## config.mk

```make
export PLATFORM = sky130hd
export DESIGN_NAME = protobuf_wire_field_parser
export DESIGN_NICKNAME = d
export VERILOG_FILES = /design/src/hdl/pwfp_pkg.sv /design/src/hdl/protobuf_wire_field_parser.sv
export SDC_FILE = /design/constraint.sdc
export NUM_CORES = 1
export LEC_CHECK = 0
export BUFFER_PORTS_ARGS = -buffer_cell sky130_fd_sc_hd__buf_2
export CAP_MARGIN = 0
export CORE_MARGIN = 10
export CORE_UTILIZATION = 50
export CTS_BUF_LIST = sky130_fd_sc_hd__clkbuf_2 sky130_fd_sc_hd__clkbuf_4 sky130_fd_sc_hd__clkbuf_8
export CTS_CLUSTER_DIAMETER = 150
export DETAILED_ROUTE_END_ITERATION = 7
export GPL_ROUTABILITY_DRIVEN = 0
export GPL_TIMING_DRIVEN = 1
export PLACE_DENSITY = 0.67
export SLEW_MARGIN = 20
export SYNTH_ARGS = -nofsm -noshare
export SYNTH_HDL_FRONTEND = slang
export SYNTH_SLANG_ARGS = --single-unit
```

## constraint.sdc

```tcl
create_clock -name clk -period 13.6 [get_ports clk]
set_input_delay 0.68 -clock clk [delete_from_list [all_inputs] [get_ports clk]]
set_output_delay 0.68 -clock clk [all_outputs]
set_load 0.005 [all_outputs]
```

## src/hdl/pwfp_pkg.sv

```systemverilog
// Package for the protobuf wire-format field parser.
// Holds the item structs, the parse phase type and the record, error and wire codes.
// No dependencies.
package pwfp_pkg;

	typedef struct packed {
		logic [7:0] data_byte;
		logic       end_of_buffer;
	} byte_item_t;

	typedef struct packed {
		logic [1:0]  record_kind;
		logic [31:0] field_number;
		logic [2:0]  wire_kind;
		logic [63:0] field_value;
		logic [7:0]  payload_byte;
		logic        last_payload;
		logic [2:0]  error_code;
		logic        buffer_done;
	} record_item_t;

	typedef enum logic [2:0] {
		PH_TAG     = 3'd0,
		PH_VARINT  = 3'd1,
		PH_FIX64   = 3'd2,
		PH_LEN     = 3'd3,
		PH_PAYLOAD = 3'd4,
		PH_FIX32   = 3'd5
	} phase_t;

	localparam logic [1:0] REC_FIELD   = 2'd0;
	localparam logic [1:0] REC_PAYLOAD = 2'd1;
	localparam logic [1:0] REC_ERROR   = 2'd2;
	localparam logic [1:0] REC_RSVD    = 2'd3;

	localparam logic [2:0] ERR_NONE         = 3'd0;
	localparam logic [2:0] ERR_TRUNC_VARINT = 3'd1;
	localparam logic [2:0] ERR_TRUNC_FIX32  = 3'd2;
	localparam logic [2:0] ERR_TRUNC_FIX64  = 3'd3;
	localparam logic [2:0] ERR_TRUNC_LEN    = 3'd4;
	localparam logic [2:0] ERR_UNKNOWN_WIRE = 3'd5;

	localparam logic [2:0] WK_VARINT = 3'd0;
	localparam logic [2:0] WK_FIX64  = 3'd1;
	localparam logic [2:0] WK_LEN    = 3'd2;
	localparam logic [2:0] WK_FIX32  = 3'd5;

	localparam logic [6:0] SHIFT_LIMIT = 7'd64;
	localparam logic [6:0] VARINT_STEP = 7'd7;
	localparam logic [6:0] FIXED_STEP  = 7'd8;
	localparam logic [63:0] FIX32_BYTES = 64'd4;
	localparam logic [63:0] FIX64_BYTES = 64'd8;

endpackage

```

## src/hdl/protobuf_wire_field_parser.sv

```systemverilog
// Top level of the protobuf wire-format field parser.
// Depends on pwfp_pkg.
//
// Takes one message byte per item and emits at most one record per byte: a field record
// once a value or length is complete, one record per passed payload byte, or an error.
// It accepts a byte in every cycle unless byte_stall holds it off; a record appears in
// the cycle after its byte is accepted, in the result register. The rate is set by the
// parse-state registers, which each accepted byte updates. While a record waits under
// stall, the next byte is held off only if that record is not taken in the same cycle.
module protobuf_wire_field_parser (
	input  logic                  clk,
	input  logic                  arst_n,
	input  logic                  byte_valid,
	output logic                  byte_stall,
	input  pwfp_pkg::byte_item_t   byte_item,
	output logic                  record_valid,
	input  logic                  record_stall,
	output pwfp_pkg::record_item_t record_item
);
	import pwfp_pkg::*;

	phase_t       phase_q, phase_n;
	logic [63:0]  acc_q, acc_n;
	logic [6:0]   shift_q, shift_n;
	logic [31:0]  fn_q, fn_n;
	logic [2:0]   wk_q, wk_n;
	logic [63:0]  rem_q, rem_n;
	logic         discard_q, discard_n;
	logic         record_valid_q;
	record_item_t record_item_q;

	logic         accept;
	logic [7:0]   b;
	logic         eob;
	logic         cont;
	logic [63:0]  acc_var, acc_fix;
	logic [6:0]   shift_var;
	logic [31:0]  tag_fn, cur_fn;
	logic [2:0]   tag_wk, cur_wk;
	logic [63:0]  rem_dec, rem_fix_dec;
	logic         restart;
	logic         res_valid;
	record_item_t res;

	assign byte_stall = record_valid_q && record_stall;
	assign accept     = byte_valid && !byte_stall;
	assign b          = byte_item.data_byte;
	assign eob        = byte_item.end_of_buffer;
	assign cont       = b[7];

	assign acc_var   = (shift_q < SHIFT_LIMIT) ?
		(acc_q | ({57'd0, b[6:0]} << shift_q[5:0])) : acc_q;
	assign shift_var = (shift_q < SHIFT_LIMIT) ? shift_q + VARINT_STEP : shift_q;
	assign acc_fix   = (shift_q < SHIFT_LIMIT) ?
		(acc_q | ({56'd0, b} << shift_q[5:0])) : acc_q;
	assign tag_fn    = acc_var[34:3];
	assign tag_wk    = acc_var[2:0];
	assign cur_fn    = (phase_q == PH_TAG && !cont) ? tag_fn : fn_q;
	assign cur_wk    = (phase_q == PH_TAG && !cont) ? tag_wk : wk_q;
	assign rem_dec     = rem_q - 64'd1;
	assign rem_fix_dec = (rem_q != 64'd0) ? rem_dec : 64'd0;

	always_comb begin
		res_valid        = 1'b0;
		res.record_kind  = REC_FIELD;
		res.field_number = cur_fn;
		res.wire_kind    = cur_wk;
		res.field_value  = 64'd0;
		res.payload_byte = 8'd0;
		res.last_payload = 1'b0;
		res.error_code   = ERR_NONE;
		res.buffer_done  = eob;
		if (!discard_q) begin
			unique case (phase_q)
				PH_TAG: begin
					if (cont) begin
						if (eob) begin
							res_valid      = 1'b1;
							res.record_kind = REC_ERROR;
							res.error_code  = ERR_TRUNC_VARINT;
						end
					end else begin
						case (tag_wk)
							WK_VARINT, WK_LEN: begin
								res_valid      = eob;
								res.record_kind = REC_ERROR;
								res.error_code  = ERR_TRUNC_VARINT;
							end
							WK_FIX64: begin
								res_valid      = eob;
								res.record_kind = REC_ERROR;
								res.error_code  = ERR_TRUNC_FIX64;
							end
							WK_FIX32: begin
								res_valid      = eob;
								res.record_kind = REC_ERROR;
								res.error_code  = ERR_TRUNC_FIX32;
							end
							default: begin
								res_valid      = 1'b1;
								res.record_kind = REC_ERROR;
								res.error_code  = ERR_UNKNOWN_WIRE;
							end
						endcase
					end
				end
				PH_VARINT: begin
					if (cont) begin
						res_valid      = eob;
						res.record_kind = REC_ERROR;
						res.error_code  = ERR_TRUNC_VARINT;
					end else begin
						res_valid       = 1'b1;
						res.field_value = acc_var;
					end
				end
				PH_LEN: begin
					if (cont) begin
						res_valid      = eob;
						res.record_kind = REC_ERROR;
						res.error_code  = ERR_TRUNC_VARINT;
					end else if (acc_var != 64'd0 && eob) begin
						res_valid      = 1'b1;
						res.record_kind = REC_ERROR;
						res.error_code  = ERR_TRUNC_LEN;
					end else begin
						res_valid       = 1'b1;
						res.field_value = acc_var;
					end
				end
				PH_PAYLOAD: begin
					res_valid = 1'b1;
					if (rem_dec != 64'd0 && eob) begin
						res.record_kind = REC_ERROR;
						res.error_code  = ERR_TRUNC_LEN;
					end else begin
						res.record_kind  = REC_PAYLOAD;
						res.payload_byte = b;
						res.last_payload = (rem_dec == 64'd0);
					end
				end
				PH_FIX32, PH_FIX64: begin
					if (rem_fix_dec == 64'd0) begin
						res_valid       = 1'b1;
						res.field_value = acc_fix;
					end else if (eob) begin
						res_valid      = 1'b1;
						res.record_kind = REC_ERROR;
						res.error_code  = (phase_q == PH_FIX32) ? ERR_TRUNC_FIX32 :
							ERR_TRUNC_FIX64;
					end
				end
				default: res_valid = 1'b0;
			endcase
		end
	end

	always_comb begin
		phase_n   = phase_q;
		acc_n     = acc_q;
		shift_n   = shift_q;
		fn_n      = fn_q;
		wk_n      = wk_q;
		rem_n     = rem_q;
		discard_n = discard_q;
		restart   = 1'b0;
		if (discard_q) begin
			restart = eob;
		end else begin
			unique case (phase_q)
				PH_TAG: begin
					acc_n   = acc_var;
					shift_n = shift_var;
					if (cont) begin
						restart = eob;
					end else begin
						fn_n    = tag_fn;
						wk_n    = tag_wk;
						acc_n   = 64'd0;
						shift_n = 7'd0;
						restart = eob;
						case (tag_wk)
							WK_VARINT: phase_n = PH_VARINT;
							WK_LEN:    phase_n = PH_LEN;
							WK_FIX64: begin
								phase_n = PH_FIX64;
								rem_n   = FIX64_BYTES;
							end
							WK_FIX32: begin
								phase_n = PH_FIX32;
								rem_n   = FIX32_BYTES;
							end
							default:   restart = 1'b1;
						endcase
					end
				end
				PH_VARINT: begin
					acc_n   = acc_var;
					shift_n = shift_var;
					restart = !cont || eob;
				end
				PH_LEN: begin
					acc_n   = acc_var;
					shift_n = shift_var;
					if (cont) begin
						restart = eob;
					end else if (acc_var == 64'd0 || eob) begin
						restart = 1'b1;
					end else begin
						acc_n   = 64'd0;
						shift_n = 7'd0;
						rem_n   = acc_var;
						phase_n = PH_PAYLOAD;
					end
				end
				PH_PAYLOAD: begin
					rem_n   = rem_dec;
					restart = (rem_dec == 64'd0) || eob;
				end
				PH_FIX32, PH_FIX64: begin
					acc_n   = acc_fix;
					shift_n = shift_q + FIXED_STEP;
					rem_n   = rem_fix_dec;
					restart = (rem_fix_dec == 64'd0) || eob;
				end
				default: restart = 1'b1;
			endcase
		end
		if (restart) begin
			phase_n   = PH_TAG;
			acc_n     = 64'd0;
			shift_n   = 7'd0;
			fn_n      = 32'd0;
			wk_n      = 3'd0;
			rem_n     = 64'd0;
			discard_n = 1'b0;
		end
		if (!discard_q && phase_q == PH_TAG && !cont && !eob &&
			tag_wk != WK_VARINT && tag_wk != WK_LEN &&
			tag_wk != WK_FIX64 && tag_wk != WK_FIX32) begin
			discard_n = 1'b1;
		end
	end

	always_ff @(posedge clk or negedge arst_n) begin
		if (!arst_n) begin
			phase_q   <= PH_TAG;
			acc_q     <= 64'd0;
			shift_q   <= 7'd0;
			fn_q      <= 32'd0;
			wk_q      <= 3'd0;
			rem_q     <= 64'd0;
			discard_q <= 1'b0;
		end else if (accept) begin
			phase_q   <= phase_n;
			acc_q     <= acc_n;
			shift_q   <= shift_n;
			fn_q      <= fn_n;
			wk_q      <= wk_n;
			rem_q     <= rem_n;
			discard_q <= discard_n;
		end
	end

	always_ff @(posedge clk or negedge arst_n) begin
		if (!arst_n) begin
			record_valid_q <= 1'b0;
		end else if (accept) begin
			record_valid_q <= res_valid;
		end else if (!record_stall) begin
			record_valid_q <= 1'b0;
		end
	end

	always_ff @(posedge clk) begin
		if (accept && res_valid) begin
			record_item_q <= res;
		end
	end

	assign record_valid = record_valid_q;
	assign record_item  = record_item_q;

endmodule

```

# Yosys cells after proc, flatten, opt, wreduce, memory -nomap -nowiden
# Index checks and enable logic that the tools add are counted.
word_totals:
  ff_bits: 289
  in_bits: 13
  elab_cells: 169
classes:
  order_cmp: 1
  bitwise: 3
  n_reduce_logical: 45
  eq_ne: 19
  n_mux: 80
  n_addsub: 3
  n_shift: 2
ops:
  columns: ["cell", "n"]
  rows:
  - ["$mux W64", 17]
  - ["$pmux W64 S4", 2]
  - ["$logic_not A64 Y1", 3]
  - ["$pmux W64 S3", 1]
  - ["$reduce_bool A64 Y1", 3]
  - ["$mux W32", 5]
  - ["$or A64 B64 Y64", 2]
  - ["$pmux W64 S2", 1]
  - ["$shl A7 B6 Y64", 1]
  - ["$shl A8 B6 Y64", 1]
  - ["$sub A64 B1 Y64 const B", 1]
  - ["$mux W3", 14]
  - ["$mux W7", 6]
  - ["$pmux W7 S4", 1]
  - ["$mux W2", 9]
  - ["$mux W1", 17]
  - ["$pmux W3 S5", 1]
  - ["$reduce_and A7 Y1", 2]
  - ["$logic_and A1 B1 Y1", 13]
  - ["$ne A3 B3 Y1 const B", 4]
  - ["$pmux W3 S4", 1]
  - ["$pmux W2 S5", 1]
  - ["$reduce_bool A5 Y1", 2]
  - ["$eq A3 B2 Y1 const B", 3]
  - ["other kinds (26)", 42]

# Depth between registers and ports, before layout
depth:
  ltp_word: 11
  depth_mapped: 19
  mapped_depth_nobuf: 13

# Worst setup path after synthesis
# No wires, ideal clock.
synth_path:
  path_kind: "reg2reg"
  start: "register rem_q[0]"
  end: "register record_item_q, in the netlist record_item[0] (enable)"
  arrival_ns: 11.397
  n_path_buf: 3
  setup_ns: 0.727
  path_stages_with_launch: 17
  synth_period_minus_slack_ns: 12.124
  setup_slack_ns: 1.476
  cell_sequence: "dfrtp_1 -> buf_2 -> inv_1 -> ha_1 -> nor4b_4 -> nand2_1 -> buf_2 -> or4_4 -> o31a_1 -> or4_1 -> nor4_2 -> and4_1 -> a41o_1 -> and2_1 -> clkbuf_1 -> nor3_1 -> nor3_1"
synth_between:
  elab_chain_len: 7
  word_cells_on_any_way: 8
  classes_between: "add/sub (1); mux (4); reduce/logical (3)"
synth_lines:
  columns: ["element", "line", "source"]
  rows:
  - ["start: declaration", "protobuf_wire_field_parser.sv:27", "logic [63:0] rem_q, rem_n;"]
  - ["start signal: assignment", "protobuf_wire_field_parser.sv:260", "rem_q <= rem_n;"]
  - ["$sub A64 B1 Y64 or $reduce_bool A64 Y1 (tied branches)", "protobuf_wire_field_parser.sv:60, protobuf_wire_field_parser.sv:61", null]
  - ["$mux W64 (*)", "protobuf_wire_field_parser.sv:61", "assign rem_fix_dec = (rem_q != 64'd0) ? rem_dec : 64'd0;"]
  - ["$logic_not A64 Y1 (*)", "protobuf_wire_field_parser.sv:143", "if (rem_fix_dec == 64'd0) begin"]
  - ["$mux W1 (*)", "protobuf_wire_field_parser.sv:143", null]
  - ["$pmux W1 S4 (*)", "protobuf_wire_field_parser.sv:74", "unique case (phase_q)"]
  - ["$mux W1 (*)", "protobuf_wire_field_parser.sv:73", "if (!discard_q) begin"]
  - ["$logic_and A1 B1 Y1 (*)", "protobuf_wire_field_parser.sv:276", "if (accept && res_valid) begin"]
  - ["end signal: assignment", "protobuf_wire_field_parser.sv:277", "record_item_q <= res;"]
  - ["end: declaration", "protobuf_wire_field_parser.sv:30", "record_item_t record_item_q;"]
# Every way passes the cells marked *; elsewhere a longest branch is shown, timed or not.
# A chain may end at the register's enable or synchronous reset.

# Final worst setup path
layout_path:
  start: "register rem_q[3]"
  end: "register record_item_q, in the netlist record_item[16] (enable)"
# Same word-level chain as after synthesis.

==> flow_summary.toml <==
[global_routing]
grt_max_degree = 71
grt_pass1_vias = 17200
grt_pass1_wl_um = 108000
track_usage_pct = 31.5
antenna_found_initial = 1
overflow = 0

[route]
first_pass_iters = 6
wl_met3_um = 9910
drc = 0
drt_wl_total_um = 72000
antenna_left = 0
wl_met1_um = 26400
wl_met2_um = 31600
viasPerCell = 7.05
drtIter0Drc = 2792
wire_per_inst_um = 27.9
vias = 18200
routed.top_layer = "met4"

[timing]
rsz0062_at_grt = "no"
finalSetupViolations = 0
setup-tns-final_ns = 0
final-hold-violation-count = 0
tightest_slew_ns = 1.33
timing.fmax_ghz = 0.147
period_needed_ns = 6.81
slew_viol_final = 0
finalCritPeriodShare_pct = 50.1
finClkSkew_ns = 0.0368
max-slew-margin-rel_pct = 10.8

[logic_synthesis]
yosys_register_bits = 289
netlist_area_um2 = 18200
netlist_top_cells_area = "dfrtp_1 24%, edfxtp_1 19%, nor2_1 5.7%, a21oi_1 5.7%, o21ai_0 3.1%"
yosysTopAreaCell = "dfrtp_1"
synth_edf_count = 114
ys_seq_area_share_pct = 42.8
ys_warn_count = 0
yosysTopAreaCellShare_pct = 24.0
postSynthCellCount = 2022
ys.flop_type = "dfrtp_1"
synth_cell_type_count = 96
async_flop_share_pct = 60.6
avgSynthCellArea_um2 = 9.01
synthTopCellsByCount = "276 x nor2_1, 206 x a21oi_1, 175 x dfrtp_1"
yosysMostFrequentCell = "nor2_1"
syn_nets = 2040

[clock_tree]
cts_hold_buf = 1
cts.htree.levels = 2
cts_resized = 0
path_clk_slew_ns = 0.07
clock-sinks = 289
clock-root-buffer = "clkbuf_8"
cts_tree = "built"
clk_path_buf_depth = 3
post_cts.repair.setup_buffers = 0
numCtsBuffers = 50
clkLatencyLatePin_ns = 0.67

[layout]
nets = 2097
fin_util_pct = 56.5
n_fill_cell = 3224
drive_gt1_share_pct = 17.7
flow.area_growth_from_synthesis_pct = 10.9
register_area_um2 = 7800
multi_input_area_um2 = 9590

[floorplanning]
core-area_um2 = 35700
pin_count = 129
dieArea_um2 = 44500
die_w_um = 211
die_y_um = 211
rows = 69
start_util_pct = 51.0

[worst_setup_path]
worstPathArrival_ns = 7.10
worstPathRequired_ns = 13.88
worstSetupPathType = "reg2reg"
cp-end-kind = "register"
cp-start-kind = "register"
cp_max_fo = 67

[min_path]
min_path_type = "in2reg"

[power_and_ir_drop]
powerDensity_nw_per_um2 = 205
p_leak_nw = 7.73
irDropWorstVdd_uv = 112

[placement]
dp_hpwl_um = 48300
port_buffers = 128

[run_status]
outcome = "finished clean"

[run]
max-cap-violations = 0
## cell families after synthesis
| logic type | synth area share, % |
|---|---|
| adder cells (fa/ha/maj) | 0.343 |
| buffers and inverters | 5.04 |
| multiplexers | 2.27 |
| AO/OA/AOI/OAI | 26.8 |
| XOR/XNOR | 1.83 |
| AND/OR/NAND/NOR | 20.9 |
| flip-flops | 42.8 |
## cell type report
class,count,share of cell area (%)
clock inverters,22,0.966
diodes,1,0.0124
multi-input cells,1517,47.5
clock buffers,72,4.31
repair buffers,174,4.92
well taps,461,2.85
flip-flops and latches,289,38.6
inverters,47,0.873
## worst max-delay path: stages, from the launching register on
cell,delay (ns)
dfrtp_1,0.52
nor4_4,0.50
nand4_1,0.48
nor4_2,0.87
nand2_1,0.37
xnor2_1,0.22
nor4b_1,0.28
and4_1,0.46
a41o_2,0.26
buf_4,0.58
and2_1,0.41
nor3_1,0.13
nor3_2,0.23
buf_4,0.32
buf_4,0.68
## cells in the final DEF, fill, tap and decap left out, types with 13 or more instances in the layout
| cell | instances |
|---|---|
| a22o_1 | 34 |
| o32ai_1 | 14 |
| inv_1 | 43 |
| or3_1 | 15 |
| a22oi_1 | 23 |
| a31oi_1 | 18 |
| nor4_1 | 38 |
| nand2_1 | 118 |
| clkbuf_8 | 53 |
| nand3_1 | 39 |
| xnor2_1 | 26 |
| clkbuf_4 | 19 |
| o2bb2ai_2 | 30 |
| o22ai_1 | 68 |
| mux2_2 | 20 |
| a32o_1 | 20 |
| nand2b_1 | 27 |
| clkinv_1 | 13 |
| a21oi_1 | 204 |
| nor3_1 | 63 |
| edfxtp_1 | 114 |
| o2bb2ai_1 | 29 |
| and2_1 | 19 |
| nor2_1 | 276 |
| nor2b_1 | 17 |
| o32a_1 | 17 |
| dfrtp_1 | 175 |
| o211ai_1 | 18 |
| nand4_1 | 24 |
| o21ai_0 | 111 |
| buf_4 | 45 |
| buf_2 | 127 |
## power breakdown
part	switching [mW]	internal, mW
Combinational	1.46	0.570
Clock	0.399	0.474
Sequential	0.129	1.10
Total	1.99	2.14
## worst paths after layout
check,start,end,slack [ns],depth (start not counted)
max in group asynchronous,arst_n,shift_q[0],11.68,3
setup reg to reg,rem_q[3],record_item[16],6.79,14
min in group asynchronous,arst_n,fn_q[13],0.52,2
hold reg to reg,acc_q[1],acc_q[1],0.49,2
setup / recovery,rem_q[3],record_item[16],6.79,14
hold / removal,record_stall,record_valid,0.39,3
## sequential cells by signal (all words and copies together), names as in the netlist
register	count
record_item	114
acc_q	64
rem_q	64
fn_q	32
shift_q	7
phase_q	3
wk_q	3
discard_q	1
record_valid	1
## metrics by stage
| stage | cells | hold WS [ns] | total power, mW | worst slack (ns) | instance area, µm² |
|---|---|---|---|---|---|
| global placement | 2487 | 0.463 | 3.16 | 7.26 | 19100 |
| CTS | 2582 | 0.360 | 4.05 | 7.02 | 20200 |
| finish | 2583 | 0.385 | 4.14 | 6.79 | 20200 |
| detailed placement | 2487 | 0.471 | 3.18 | 7.05 | 19100 |
| global route | 2582 | 0.385 | 4.30 | 6.52 | 20200 |
| floorplan | 2022 | 0.384 | 2.51 | 1.48 | 18200 |
## layer usage
metal | up-vias | global-route usage (%)
li1 | 7767 | -
met1 | 8660 | 39.9
met2 | 1468 | 47.0
met3 | 328 | 10.9
met4 | 0 | 16.0
met5 | - | 0
(Power assumes the default switching activity.)
